$ cat src/rtl/sts_pkg.sv
package sts_pkg;

  // coordinate format
  localparam int COORD_BITS = 16;
  localparam int FRAC_BITS  = COORD_BITS - 2;
  localparam int GUARD_BITS = 26 - COORD_BITS;
  localparam int MAX_DEPTH  = 3;

  // sum of two corners, its square norm and the root
  localparam int SUM_W  = COORD_BITS + 1;
  localparam int N2_W   = 2 * SUM_W;
  localparam int RAD_W  = N2_W + 2 * GUARD_BITS;
  localparam int ROOT_W = RAD_W / 2;

  // divider: numerator = (mag << (FRAC+G+1)) + d, divisor = 2d
  localparam int NUM_W = SUM_W + FRAC_BITS + GUARD_BITS + 1;
  localparam int DEN_W = ROOT_W + 1;
  localparam int QUO_W = COORD_BITS + 2;

  // shared multiplier operands
  localparam int MUL_W  = 18;
  localparam int PROD_W = 2 * MUL_W;
  localparam int OUT_W  = 32;

  // vertex store: six entries per level
  localparam int VTX_W     = 3 * COORD_BITS;
  localparam int MEM_DEPTH = 6 * (MAX_DEPTH + 1);
  localparam int ADDR_W    = $clog2(MEM_DEPTH);
  localparam int LVL_W     = 2;

  // configuration register indexes
  typedef enum logic [0:0] {
    CFG_RADIUS = 1'b0,
    CFG_DEPTH  = 1'b1
  } cfg_idx_t;

  typedef logic signed [COORD_BITS-1:0] coord_t;

  // one component out of a packed vertex (x low, z high)
  function automatic coord_t get_comp(input logic [VTX_W-1:0] v, input logic [1:0] c);
    coord_t r;
    unique case (c)
      2'd0:    r = v[COORD_BITS-1:0];
      2'd1:    r = v[2*COORD_BITS-1:COORD_BITS];
      default: r = v[3*COORD_BITS-1:2*COORD_BITS];
    endcase
    return r;
  endfunction

  // child corner sources (slot within the level)
  function automatic logic [2:0] child_src(input logic [1:0] k, input logic [1:0] j);
    logic [2:0] r;
    unique case ({k, j})
      4'b0000: r = 3'd0;
      4'b0001: r = 3'd3;
      4'b0010: r = 3'd5;
      4'b0100: r = 3'd1;
      4'b0101: r = 3'd4;
      4'b0110: r = 3'd3;
      4'b1000: r = 3'd2;
      4'b1001: r = 3'd5;
      4'b1010: r = 3'd4;
      4'b1100: r = 3'd3;
      4'b1101: r = 3'd4;
      4'b1110: r = 3'd5;
      default: r = 3'd0;
    endcase
    return r;
  endfunction

  // edge endpoints of midpoint m: ab, bc, ac
  function automatic logic [2:0] mid_p(input logic [1:0] m);
    return (m == 2'd1) ? 3'd1 : 3'd0;
  endfunction

  function automatic logic [2:0] mid_q(input logic [1:0] m);
    return (m == 2'd0) ? 3'd1 : 3'd2;
  endfunction

  // leaf corner order a, c, b
  function automatic logic [2:0] leaf_ord(input logic [1:0] v);
    logic [2:0] r;
    unique case (v)
      2'd0:    r = 3'd0;
      2'd1:    r = 3'd2;
      default: r = 3'd1;
    endcase
    return r;
  endfunction

endpackage

$ cat src/rtl/sts_sqrt.sv
module sts_sqrt
  import sts_pkg::*;
(
  input  logic              clk,
  input  logic              rst_n,
  input  logic              start,
  input  logic [RAD_W-1:0]  radicand,
  output logic              done,
  output logic [ROOT_W-1:0] root
);

  localparam int REM_W = ROOT_W + 3;
  localparam int CNT_W = $clog2(ROOT_W + 1);

  logic [RAD_W-1:0]  rad_r;
  logic [REM_W-1:0]  rem_r;
  logic [ROOT_W-1:0] root_r;
  logic [CNT_W-1:0]  cnt_r;
  logic              busy_r;
  logic              done_r;

  logic [REM_W-1:0] rem_sh;
  logic [REM_W-1:0] trial;

  // one result bit per cycle, two radicand bits brought down
  assign rem_sh = {rem_r[REM_W-3:0], rad_r[RAD_W-1:RAD_W-2]};
  assign trial  = REM_W'({root_r, 2'b01});

  always_ff @(posedge clk) begin
    if (!rst_n) begin
      busy_r <= 1'b0;
      done_r <= 1'b0;
      cnt_r  <= '0;
    end else begin
      done_r <= 1'b0;
      if (start) begin
        busy_r <= 1'b1;
        cnt_r  <= CNT_W'(ROOT_W);
      end else if (busy_r) begin
        cnt_r <= cnt_r - 1'b1;
        if (cnt_r == CNT_W'(1)) begin
          busy_r <= 1'b0;
          done_r <= 1'b1;
        end
      end
    end
  end

  // datapath
  always_ff @(posedge clk) begin
    if (start) begin
      rad_r  <= radicand;
      rem_r  <= '0;
      root_r <= '0;
    end else if (busy_r) begin
      rad_r <= {rad_r[RAD_W-3:0], 2'b00};
      if (rem_sh >= trial) begin
        rem_r  <= rem_sh - trial;
        root_r <= {root_r[ROOT_W-2:0], 1'b1};
      end else begin
        rem_r  <= rem_sh;
        root_r <= {root_r[ROOT_W-2:0], 1'b0};
      end
    end
  end

  assign done = done_r;
  assign root = root_r;

endmodule

$ cat src/rtl/sts_div.sv
module sts_div
  import sts_pkg::*;
(
  input  logic             clk,
  input  logic             rst_n,
  input  logic             start,
  input  logic [NUM_W-1:0] num,
  input  logic [DEN_W-1:0] den,
  output logic             done,
  output logic [QUO_W-1:0] quo
);

  localparam int REM_W = DEN_W + 1;
  localparam int CNT_W = $clog2(QUO_W + 1);

  logic [QUO_W-1:0] low_r;
  logic [REM_W-1:0] rem_r;
  logic [QUO_W-1:0] quo_r;
  logic [DEN_W-1:0] den_r;
  logic [CNT_W-1:0] cnt_r;
  logic             busy_r;
  logic             done_r;

  logic [REM_W-1:0] rem_sh;

  // restoring division, one quotient bit per cycle
  assign rem_sh = {rem_r[REM_W-2:0], low_r[QUO_W-1]};

  always_ff @(posedge clk) begin
    if (!rst_n) begin
      busy_r <= 1'b0;
      done_r <= 1'b0;
      cnt_r  <= '0;
    end else begin
      done_r <= 1'b0;
      if (start) begin
        busy_r <= 1'b1;
        cnt_r  <= CNT_W'(QUO_W);
      end else if (busy_r) begin
        cnt_r <= cnt_r - 1'b1;
        if (cnt_r == CNT_W'(1)) begin
          busy_r <= 1'b0;
          done_r <= 1'b1;
        end
      end
    end
  end

  // datapath; the quotient fits in QUO_W bits for every midpoint
  always_ff @(posedge clk) begin
    if (start) begin
      rem_r <= REM_W'(num[NUM_W-1:QUO_W]);
      low_r <= num[QUO_W-1:0];
      den_r <= den;
      quo_r <= '0;
    end else if (busy_r) begin
      low_r <= {low_r[QUO_W-2:0], 1'b0};
      if (rem_sh >= REM_W'(den_r)) begin
        rem_r <= rem_sh - REM_W'(den_r);
        quo_r <= {quo_r[QUO_W-2:0], 1'b1};
      end else begin
        rem_r <= rem_sh;
        quo_r <= {quo_r[QUO_W-2:0], 1'b0};
      end
    end
  end

  assign done = done_r;
  assign quo  = quo_r;

endmodule

$ cat src/rtl/sphere_triangle_subdivider.sv
// Triangle subdivider on the unit sphere.
// Input channel (in_*): one beat carries corners a, b, c, signed Q1.14.
// Result channel (out_*): one beat per leaf triangle, corners a, c, b
// times the radius in signed Q9.22; out_last marks the final leaf.
// Config channel (cfg_*): index 0 radius (Q8.8), index 1 depth; always
// ready. The user must write it only while the block is idle; the
// block does not enforce this. One input yields 4^depth result beats.
// The block takes one input at a time: in_ready is high only when the
// previous input has delivered all its beats. Each midpoint goes through
// a shared 18x18 multiplier for the norm, a 27-step bit-serial square
// root and three 18-step bit-serial divides, three midpoints per split
// node; the root and the divides are skipped when the edge sum is zero.
// Each leaf reads its three corners from the vertex store and scales
// them one component at a time, then sends the output beat and passes
// through the return state; each child copy moves three corners. While
// out_valid waits for out_ready the traversal holds; nothing is dropped.
// Synchronous active-low reset returns to idle with radius 1.0 and depth
// 1; the vertex store is not cleared, each entry is written before it is
// read.
module sphere_triangle_subdivider
  import sts_pkg::*;
(
  input  logic                  clk,
  input  logic                  rst_n,
  input  logic                  cfg_valid,
  output logic                  cfg_ready,
  input  logic [0:0]            cfg_index,
  input  logic [15:0]           cfg_data,
  input  logic                  in_valid,
  output logic                  in_ready,
  input  logic signed [15:0]    in_a_x,
  input  logic signed [15:0]    in_a_y,
  input  logic signed [15:0]    in_a_z,
  input  logic signed [15:0]    in_b_x,
  input  logic signed [15:0]    in_b_y,
  input  logic signed [15:0]    in_b_z,
  input  logic signed [15:0]    in_c_x,
  input  logic signed [15:0]    in_c_y,
  input  logic signed [15:0]    in_c_z,
  output logic                  out_valid,
  input  logic                  out_ready,
  output logic signed [31:0]    out_first_x,
  output logic signed [31:0]    out_first_y,
  output logic signed [31:0]    out_first_z,
  output logic signed [31:0]    out_second_x,
  output logic signed [31:0]    out_second_y,
  output logic signed [31:0]    out_second_z,
  output logic signed [31:0]    out_third_x,
  output logic signed [31:0]    out_third_y,
  output logic signed [31:0]    out_third_z,
  output logic                  out_last
);

  typedef enum logic [17:0] {
    S_IDLE  = 18'h00001,
    S_LOAD  = 18'h00002,
    S_NODE  = 18'h00004,
    S_MRDP  = 18'h00008,
    S_MRDQ  = 18'h00010,
    S_MSUM  = 18'h00020,
    S_MSQ   = 18'h00040,
    S_SQGO  = 18'h00080,
    S_SQWT  = 18'h00100,
    S_DVGO  = 18'h00200,
    S_DVWT  = 18'h00400,
    S_MWR   = 18'h00800,
    S_CRD   = 18'h01000,
    S_CWR   = 18'h02000,
    S_LRD   = 18'h04000,
    S_LMUL  = 18'h08000,
    S_OUT   = 18'h10000,
    S_RET   = 18'h20000
  } state_t;

  state_t state_r, state_nxt;

  logic [15:0]          radius_r;
  logic [LVL_W-1:0]     depth_r;
  logic [LVL_W-1:0]     lvl_r;
  logic [1:0]           k_r [3];
  logic [1:0]           j_r;
  logic [1:0]           m_r;
  logic [1:0]           v_r;
  coord_t               in_r [9];
  logic [VTX_W-1:0]     vp_r;
  logic signed [SUM_W-1:0] s_r [3];
  logic [N2_W-1:0]      n2_r;
  logic [ROOT_W-1:0]    d_r;
  coord_t               res_r [3];
  logic [OUT_W-1:0]     ov_r [9];
  logic                 last_r;

  // vertex store
  logic [VTX_W-1:0]     vtx_mem [MEM_DEPTH];
  logic [VTX_W-1:0]     rdata_r;
  logic                 rd_en;
  logic [ADDR_W-1:0]    rd_addr;
  logic                 wr_en;
  logic [ADDR_W-1:0]    wr_addr;
  logic [VTX_W-1:0]     wr_data;

  logic [ADDR_W-1:0]    base;
  logic signed [MUL_W-1:0]  mul_a, mul_b;
  logic signed [PROD_W-1:0] prod;
  logic [OUT_W-1:0]     scaled;
  logic                 sq_start, sq_done, dv_start, dv_done;
  logic [ROOT_W-1:0]    sq_root;
  logic [QUO_W-1:0]     dv_quo;
  logic [SUM_W-1:0]     mag;
  logic signed [SUM_W-1:0] s_sel;
  coord_t               sat_res;
  logic                 leaf_last;
  logic                 up_done;

  assign base = ADDR_W'({lvl_r, 2'b00}) + ADDR_W'({lvl_r, 1'b0});

  // config port
  assign cfg_ready = 1'b1;
  always_ff @(posedge clk) begin
    if (!rst_n) begin
      radius_r <= 16'd256;
      depth_r  <= LVL_W'(1);
    end else if (cfg_valid) begin
      unique case (cfg_index)
        CFG_RADIUS: radius_r <= cfg_data;
        CFG_DEPTH:  depth_r  <= cfg_data[LVL_W-1:0];
        default:    ;
      endcase
    end
  end

  // memory ports
  always_ff @(posedge clk) begin
    if (wr_en) vtx_mem[wr_addr] <= wr_data;
    if (rd_en) rdata_r <= vtx_mem[rd_addr];
  end

  // shared multiplier: norm squares and radius scaling
  always_comb begin
    if (state_r == S_LMUL) begin
      mul_a = MUL_W'(get_comp(rdata_r, j_r));
      mul_b = $signed({2'b00, radius_r});
    end else begin
      mul_a = MUL_W'(s_sel);
      mul_b = MUL_W'(s_sel);
    end
  end
  assign prod = mul_a * mul_b;

  always_comb begin
    unique case (j_r)
      2'd0:    s_sel = s_r[0];
      2'd1:    s_sel = s_r[1];
      default: s_sel = s_r[2];
    endcase
  end

  // saturate scaled product to 32 bits
  always_comb begin
    if (prod > PROD_W'(64'sh7fff_ffff))
      scaled = 32'h7fff_ffff;
    else if (prod < -PROD_W'(64'sh8000_0000))
      scaled = 32'h8000_0000;
    else
      scaled = prod[OUT_W-1:0];
  end

  // iterative units
  assign mag = s_sel[SUM_W-1] ? SUM_W'(-s_sel) : SUM_W'(s_sel);

  sts_sqrt u_sqrt (
    .clk      (clk),
    .rst_n    (rst_n),
    .start    (sq_start),
    .radicand ({n2_r, {(2*GUARD_BITS){1'b0}}}),
    .done     (sq_done),
    .root     (sq_root)
  );

  sts_div u_div (
    .clk   (clk),
    .rst_n (rst_n),
    .start (dv_start),
    .num   ({mag, {(FRAC_BITS+GUARD_BITS+1){1'b0}}} + NUM_W'(d_r)),
    .den   ({d_r, 1'b0}),
    .done  (dv_done),
    .quo   (dv_quo)
  );

  assign sq_start = (state_r == S_SQGO);
  assign dv_start = (state_r == S_DVGO);

  // round result back to a signed coordinate with saturation
  always_comb begin
    if (s_sel[SUM_W-1]) begin
      if (dv_quo > QUO_W'(2**(COORD_BITS-1)))
        sat_res = coord_t'(1 << (COORD_BITS-1));
      else
        sat_res = -coord_t'(dv_quo[COORD_BITS-1:0]);
    end else begin
      if (dv_quo > QUO_W'(2**(COORD_BITS-1) - 1))
        sat_res = coord_t'((1 << (COORD_BITS-1)) - 1);
      else
        sat_res = coord_t'(dv_quo[COORD_BITS-1:0]);
    end
  end

  // final leaf: every open level is on its last child
  always_comb begin
    leaf_last = 1'b1;
    for (int i = 0; i < 3; i++)
      if (LVL_W'(i) < lvl_r && k_r[i] != 2'd3) leaf_last = 1'b0;
  end

  assign up_done = (k_r[lvl_r - 1'b1] == 2'd3);

  // memory port control
  always_comb begin
    rd_en   = 1'b0;
    rd_addr = base;
    wr_en   = 1'b0;
    wr_addr = base;
    wr_data = {res_r[2], res_r[1], res_r[0]};
    unique case (state_r)
      S_LOAD: begin
        wr_en   = 1'b1;
        wr_addr = ADDR_W'(j_r);
        wr_data = {in_r[4'(j_r) * 4'd3 + 4'd2], in_r[4'(j_r) * 4'd3 + 4'd1],
                   in_r[4'(j_r) * 4'd3]};
      end
      S_MRDP: begin
        rd_en   = 1'b1;
        rd_addr = base + ADDR_W'(mid_p(m_r));
      end
      S_MRDQ: begin
        rd_en   = 1'b1;
        rd_addr = base + ADDR_W'(mid_q(m_r));
      end
      S_MWR: begin
        wr_en   = 1'b1;
        wr_addr = base + ADDR_W'(m_r) + ADDR_W'(3);
      end
      S_CRD: begin
        rd_en   = 1'b1;
        rd_addr = base + ADDR_W'(child_src(k_r[lvl_r], j_r));
      end
      S_CWR: begin
        wr_en   = 1'b1;
        wr_addr = base + ADDR_W'(j_r) + ADDR_W'(6);
        wr_data = rdata_r;
      end
      S_LRD: begin
        rd_en   = 1'b1;
        rd_addr = base + ADDR_W'(leaf_ord(v_r));
      end
      default: ;
    endcase
  end

  // sequencer next state
  always_comb begin
    state_nxt = state_r;
    unique case (state_r)
      S_IDLE: if (in_valid) state_nxt = S_LOAD;
      S_LOAD: if (j_r == 2'd2) state_nxt = S_NODE;
      S_NODE: state_nxt = (lvl_r == depth_r) ? S_LRD : S_MRDP;
      S_MRDP: state_nxt = S_MRDQ;
      S_MRDQ: state_nxt = S_MSUM;
      S_MSUM: state_nxt = S_MSQ;
      S_MSQ:  if (j_r == 2'd2) state_nxt = S_SQGO;
      S_SQGO: state_nxt = (n2_r == '0) ? S_MWR : S_SQWT;
      S_SQWT: if (sq_done) state_nxt = S_DVGO;
      S_DVGO: state_nxt = S_DVWT;
      S_DVWT: if (dv_done) state_nxt = (j_r == 2'd2) ? S_MWR : S_DVGO;
      S_MWR:  state_nxt = (m_r == 2'd2) ? S_CRD : S_MRDP;
      S_CRD:  state_nxt = S_CWR;
      S_CWR:  state_nxt = (j_r == 2'd2) ? S_NODE : S_CRD;
      S_LRD:  state_nxt = S_LMUL;
      S_LMUL: if (j_r == 2'd2) state_nxt = (v_r == 2'd2) ? S_OUT : S_LRD;
      S_OUT:  if (out_ready) state_nxt = S_RET;
      S_RET: begin
        if (lvl_r == '0) state_nxt = S_IDLE;
        else if (!up_done) state_nxt = S_CRD;
      end
      default: state_nxt = S_IDLE;
    endcase
  end

  // control registers
  always_ff @(posedge clk) begin
    if (!rst_n) begin
      state_r <= S_IDLE;
      lvl_r   <= '0;
      j_r     <= '0;
      m_r     <= '0;
      v_r     <= '0;
      for (int i = 0; i < 3; i++) k_r[i] <= '0;
    end else begin
      state_r <= state_nxt;
      unique case (state_r)
        S_IDLE: begin
          j_r   <= '0;
          lvl_r <= '0;
        end
        S_LOAD: j_r <= j_r + 1'b1;
        S_NODE: begin
          m_r <= '0;
          v_r <= '0;
          j_r <= '0;
        end
        S_MSUM: j_r <= '0;
        S_MSQ:  j_r <= j_r + 1'b1;
        S_SQGO: j_r <= '0;
        S_DVWT: if (dv_done) j_r <= j_r + 1'b1;
        S_MWR: begin
          j_r <= '0;
          m_r <= m_r + 1'b1;
          if (m_r == 2'd2) k_r[lvl_r] <= '0;
        end
        S_CRD:  ;
        S_CWR: begin
          j_r <= j_r + 1'b1;
          if (j_r == 2'd2) lvl_r <= lvl_r + 1'b1;
        end
        S_LRD:  j_r <= '0;
        S_LMUL: begin
          j_r <= j_r + 1'b1;
          if (j_r == 2'd2) v_r <= v_r + 1'b1;
        end
        S_RET: begin
          j_r <= '0;
          if (lvl_r != '0) begin
            lvl_r <= lvl_r - 1'b1;
            if (!up_done) k_r[lvl_r - 1'b1] <= k_r[lvl_r - 1'b1] + 1'b1;
          end
        end
        default: ;
      endcase
    end
  end

  // datapath registers
  always_ff @(posedge clk) begin
    if (state_r == S_IDLE && in_valid) begin
      in_r[0] <= in_a_x; in_r[1] <= in_a_y; in_r[2] <= in_a_z;
      in_r[3] <= in_b_x; in_r[4] <= in_b_y; in_r[5] <= in_b_z;
      in_r[6] <= in_c_x; in_r[7] <= in_c_y; in_r[8] <= in_c_z;
    end
    if (state_r == S_MRDQ) vp_r <= rdata_r;
    if (state_r == S_MSUM) begin
      for (int i = 0; i < 3; i++)
        s_r[i] <= SUM_W'(get_comp(vp_r, 2'(i))) + SUM_W'(get_comp(rdata_r, 2'(i)));
      n2_r <= '0;
    end
    if (state_r == S_MSQ) n2_r <= n2_r + prod[N2_W-1:0];
    if (state_r == S_SQGO) begin
      for (int i = 0; i < 3; i++) res_r[i] <= '0;
    end
    if (state_r == S_SQWT && sq_done) d_r <= sq_root;
    if (state_r == S_DVWT && dv_done) res_r[j_r] <= sat_res;
    if (state_r == S_LMUL) ov_r[4'(v_r) * 4'd3 + 4'(j_r)] <= scaled;
    if (state_r == S_LRD) last_r <= leaf_last;
  end

  // handshake and result ports
  assign in_ready     = (state_r == S_IDLE);
  assign out_valid    = (state_r == S_OUT);
  assign out_first_x  = ov_r[0];
  assign out_first_y  = ov_r[1];
  assign out_first_z  = ov_r[2];
  assign out_second_x = ov_r[3];
  assign out_second_y = ov_r[4];
  assign out_second_z = ov_r[5];
  assign out_third_x  = ov_r[6];
  assign out_third_y  = ov_r[7];
  assign out_third_z  = ov_r[8];
  assign out_last     = last_r;

  // checks
  a_no_overlap: assert property (@(posedge clk) disable iff (!rst_n)
    !(in_ready && out_valid))
    else $error("input taken while a result beat is pending");

  a_lvl_bound: assert property (@(posedge clk) disable iff (!rst_n)
    lvl_r <= depth_r)
    else $error("traversal level beyond depth");

  a_idle_root: assert property (@(posedge clk) disable iff (!rst_n)
    out_valid && out_ready && out_last |=> lvl_r == '0 || state_r == S_RET)
    else $error("last beat left open levels");

  // the block passes the return state once per open level before idle
  a_last_ends: assert property (@(posedge clk) disable iff (!rst_n)
    out_valid && out_ready && out_last |=> ##[1:4] in_ready)
    else $error("block not idle after final beat");

endmodule
$ cat config.mk
export PLATFORM = sky130hd
export DESIGN_NAME = sphere_triangle_subdivider
export DESIGN_NICKNAME = d
export VERILOG_FILES = /design/src/rtl/sts_pkg.sv /design/src/rtl/sts_sqrt.sv /design/src/rtl/sts_div.sv /design/src/rtl/sphere_triangle_subdivider.sv
export SDC_FILE = /design/constraint.sdc
export NUM_CORES = 2
export LEC_CHECK = 0
export BUFFER_PORTS_ARGS = -buffer_cell sky130_fd_sc_hd__buf_2
export CORE_MARGIN = 2
export CORE_UTILIZATION = 32
export DETAILED_ROUTE_END_ITERATION = 6
export PLACE_DENSITY = 0.57
export SLEW_MARGIN = 20
export SYNTH_ARGS = -nofsm -noshare
export SYNTH_HDL_FRONTEND = slang
export SYNTH_SLANG_ARGS = --single-unit
$ cat constraint.sdc
create_clock -name clk -period 12.1 [get_ports clk]
set_input_delay 0.605 -clock clk [delete_from_list [all_inputs] [get_ports clk]]
set_output_delay 0.605 -clock clk [all_outputs]
set_load 0.05 [all_outputs]
==> impl_results.md <==
* Status: complete, no violations
* Core box area at between 300000 and 400000 µm²
* Largest net degree at the start of global routing at ~160
* Hold Crit Class: input pin to flip-flop
* Final HPWL DP at just under 200 mm
* Fmax at 89.0 MHz
* Crit path time final at roughly 11000 ps
* Clk_skew at 147 ps
* CP Max Fanout at 38
* Sequential area share after synthesis at 0.610
* Post-synth EDFFs at between 1500 and 2000
* RePlAce Congestion at 0.926
* Layout Utilization at 0.376
* Initial cell density of the core at 0.322
* Maximum clock path buffer count at 4
* Post-CTS Hold Buffers at 153
* RSZ-0062 raised after global routing: false
* Synth top area share at 0.583
* Most common cell on crit path: fa_1
* Critical path endpoint category: flip-flop
* Highest routed layer: met5
* First-iteration detailed-routing DRC count at roughly 6800
* Footprint of the multi-input gates at roughly 36000 µm²
* Crit-path max cell delay at approximately 1000 ps
* Setup TNS Final at 0 ps
* Hold Path Stages at 3
* Worst EP arrival at ~12000 ps
* DR WL met3 at 22.0 mm
* Worst-Skew Late Latency at about 960 ps
* # IOs at 458
* Wire per inst at ~25 µm
* Initial antenna violation count at 13
* Sequential cell area at 61400 µm²
* Post-synth top area cell: edfxtp_1
* Crit path kind: flip-flop to flip-flop
* Vias in the first global route at between 60000 and 70000
* Vias post-DR at between 60000 and 70000
* Global Route Usage Sum at 0.186
* Avg Cell Area, Syn at about 14 µm²
* Core Rows at 205
* Synth Cell Area at 101000 µm²
* Die area at around 320000 µm²
* Post_cts resized at 0
* Crit-path slowest cell: or4_2
* Synth Flop Type: edfxtp_1
* Worst EP required at around 13000 ps
* Layout cells sized above 1 at 0.167
* Fill count at 29574
* Via/cell ratio at 5.31
* Syn Nets at between 8000 and 9000
* Final #Nets at a little under 9000
* Mapped Cells at slightly above 7000
* Antenna-violating nets left at 0
* Port buffer count at between 400 and 500
* Clock root buffer: clkbuf_16
* CTS Sinks at ~2100
* Actual slew at the worst max-slew pin at ~1300 ps
* Final setup viols at 0
* Final Hold Violating Endpoints at 0
* First-pass DRT Iterations at 5
* Area Growth Syn to Fin at 16.7%
* Critical Path Source Type: flip-flop
* R2R depth at 34
* Yosys reg bits at between 2000 and 2500
* Total count of max-transition violations in the final report at 0
* Post-Route WL at between 300 and 400 mm
* DRC at 0
* CTS tree: yes
* H-tree depth at 4
* Post-synth ARST share at 0
* Met1 WL at about 130 mm
* Synth unique cells at 90
* Worst-path clk slew at about 70 ps
* Slew margin rel. at 0.130
* Die Y-Extent at 565 µm
* Synth Warn # at 0
* Number of max-cap violations at 0
* WL met2 at approximately 140 mm
* Die width at between 500 and 600 µm
* Grt ovf at 0
* Setup Fix Bufs, Post-CTS at 0
* Inserted Clock Buffers at 220
* Period utilisation layout at 0.929
* Main area contributors after synthesis: edfxtp_1 (58%), fa_1 (6.5%), mux4_2 (6.2%)
* First-pass GRT wire length at 442 mm
through the flow:
stage / std cells / hold slack (ps) / area, µm² / worst slack (ps)
CTS: 12273 / 1.00 / 117000 / 954
finish: 12278 / 56.1 / 117000 / 858
global route: 12277 / 22.3 / 117000 / 182
global placement: 11716 / 439 / 109000 / 1030
floorplan: 7261 / 417 / 101000 / 958
detailed placement: 11720 / 440 / 109000 / 887
sequential cells by signal (all words and copies together) (netlist names), 27 cells and up, named ones only:
name          flops
vtx_mem        1152
n2_r             34
vp_r             48
u_div.rem_r      28
u_sqrt.rad_r     34
d_r              27
u_div.den_r      27
u_sqrt.root      27
s_r              51
u_sqrt.rem_r     28
rdata_r          48
res_r            48
in_r            144
ov_r            288
kinds of logic after synthesis:
logic type	Yosys count	share of synthesized area
other	1	0.0000373
XOR/XNOR	176	0.0153
AND/OR/NAND/NOR	1866	0.0860
multiplexers	397	0.0738
AO/OA/AOI/OAI	1267	0.0829
flip-flops	2089	0.610
adder cells (fa/ha/maj)	589	0.0977
buffers and inverters	876	0.0344
path summary, 6_finish.rpt:
kind	slack, ps	start	end
min reg2reg	430	d_r[4]	u_div.den_r[5]
max reg2reg	860	state_r[1]	n2_r[33]
max	860	state_r[1]	n2_r[33]
min	60	cfg_data[0]	radius_r[0]
area by class of cell:
cell class,instances,share of cell area
Timing Repair Buffer,811,0.0464
Tap cell,4140,0.0441
Sequential cell,2089,0.522
Antenna cell,5,0.000107
Clock inverter,129,0.0121
Inverter,537,0.0172
Clock buffer,271,0.0488
Multi-Input combinational cell,4296,0.309
routing by layer:
metal	track usage	up-vias
met3	0.0251	478
met2	0.310	2761
met5	0	-
li1	-	28340
met1	0.252	33568
met4	0.0595	2
cells in the final DEF (no fill, tap or decap), drive strengths merged, types with 14 or more instances in the layout:
| master | count |
|---|---|
| fa | 328 |
| a21o | 70 |
| xnor2 | 120 |
| a211oi | 234 |
| o21ai | 233 |
| nand2 | 705 |
| a21oi | 252 |
| nand4 | 24 |
| ha | 261 |
| and2 | 126 |
| xor2 | 56 |
| mux2i | 119 |
| o21bai | 16 |
| nand2b | 30 |
| dlygate4sd3 | 153 |
| dfxtp | 137 |
| nor4 | 25 |
| a31oi | 125 |
| buf | 658 |
| a21boi | 31 |
| bufinv | 21 |
| edfxtp | 1952 |
| nor2 | 479 |
| nor3 | 111 |
| inv | 541 |
| nor2b | 65 |
| o311ai | 15 |
| a22o | 25 |
| o211ai | 16 |
| nand3 | 65 |
| o21a | 36 |
| a22oi | 63 |
| nand3b | 14 |
| and3 | 143 |
| o22ai | 54 |
| clkbuf | 271 |
| mux4 | 276 |
| clkinv | 92 |
| or3 | 28 |
worst max-delay path: cells and delay by family (launching register included):
kind	cells	cell delay, ps
adder cells (fa/ha/maj)	8	3620
AO/OA/AOI/OAI	12	3430
AND/OR/NAND/NOR	8	3000
flip-flops	1	400
buffers and inverters	5	270
XOR/XNOR	1	260
cells in the mapped netlist, types with 120 or more instances:
| cell | instances |
|---|---|
| a211oi_1 | 234 |
| nand2_1 | 705 |
| o21ai_0 | 214 |
| clkbuf_1 | 249 |
| mux4_2 | 276 |
| a31oi_1 | 125 |
| and3_1 | 143 |
| dfxtp_1 | 137 |
| a21oi_1 | 248 |
| edfxtp_1 | 1952 |
| inv_1 | 534 |
| and2_1 | 123 |
| nor2_1 | 477 |
| ha_1 | 261 |
| fa_1 | 328 |
| xnor2_1 | 120 |
Power is not shown: default switching activity piles up to over one toggle a cycle in this logic, so the estimate is an artifact.
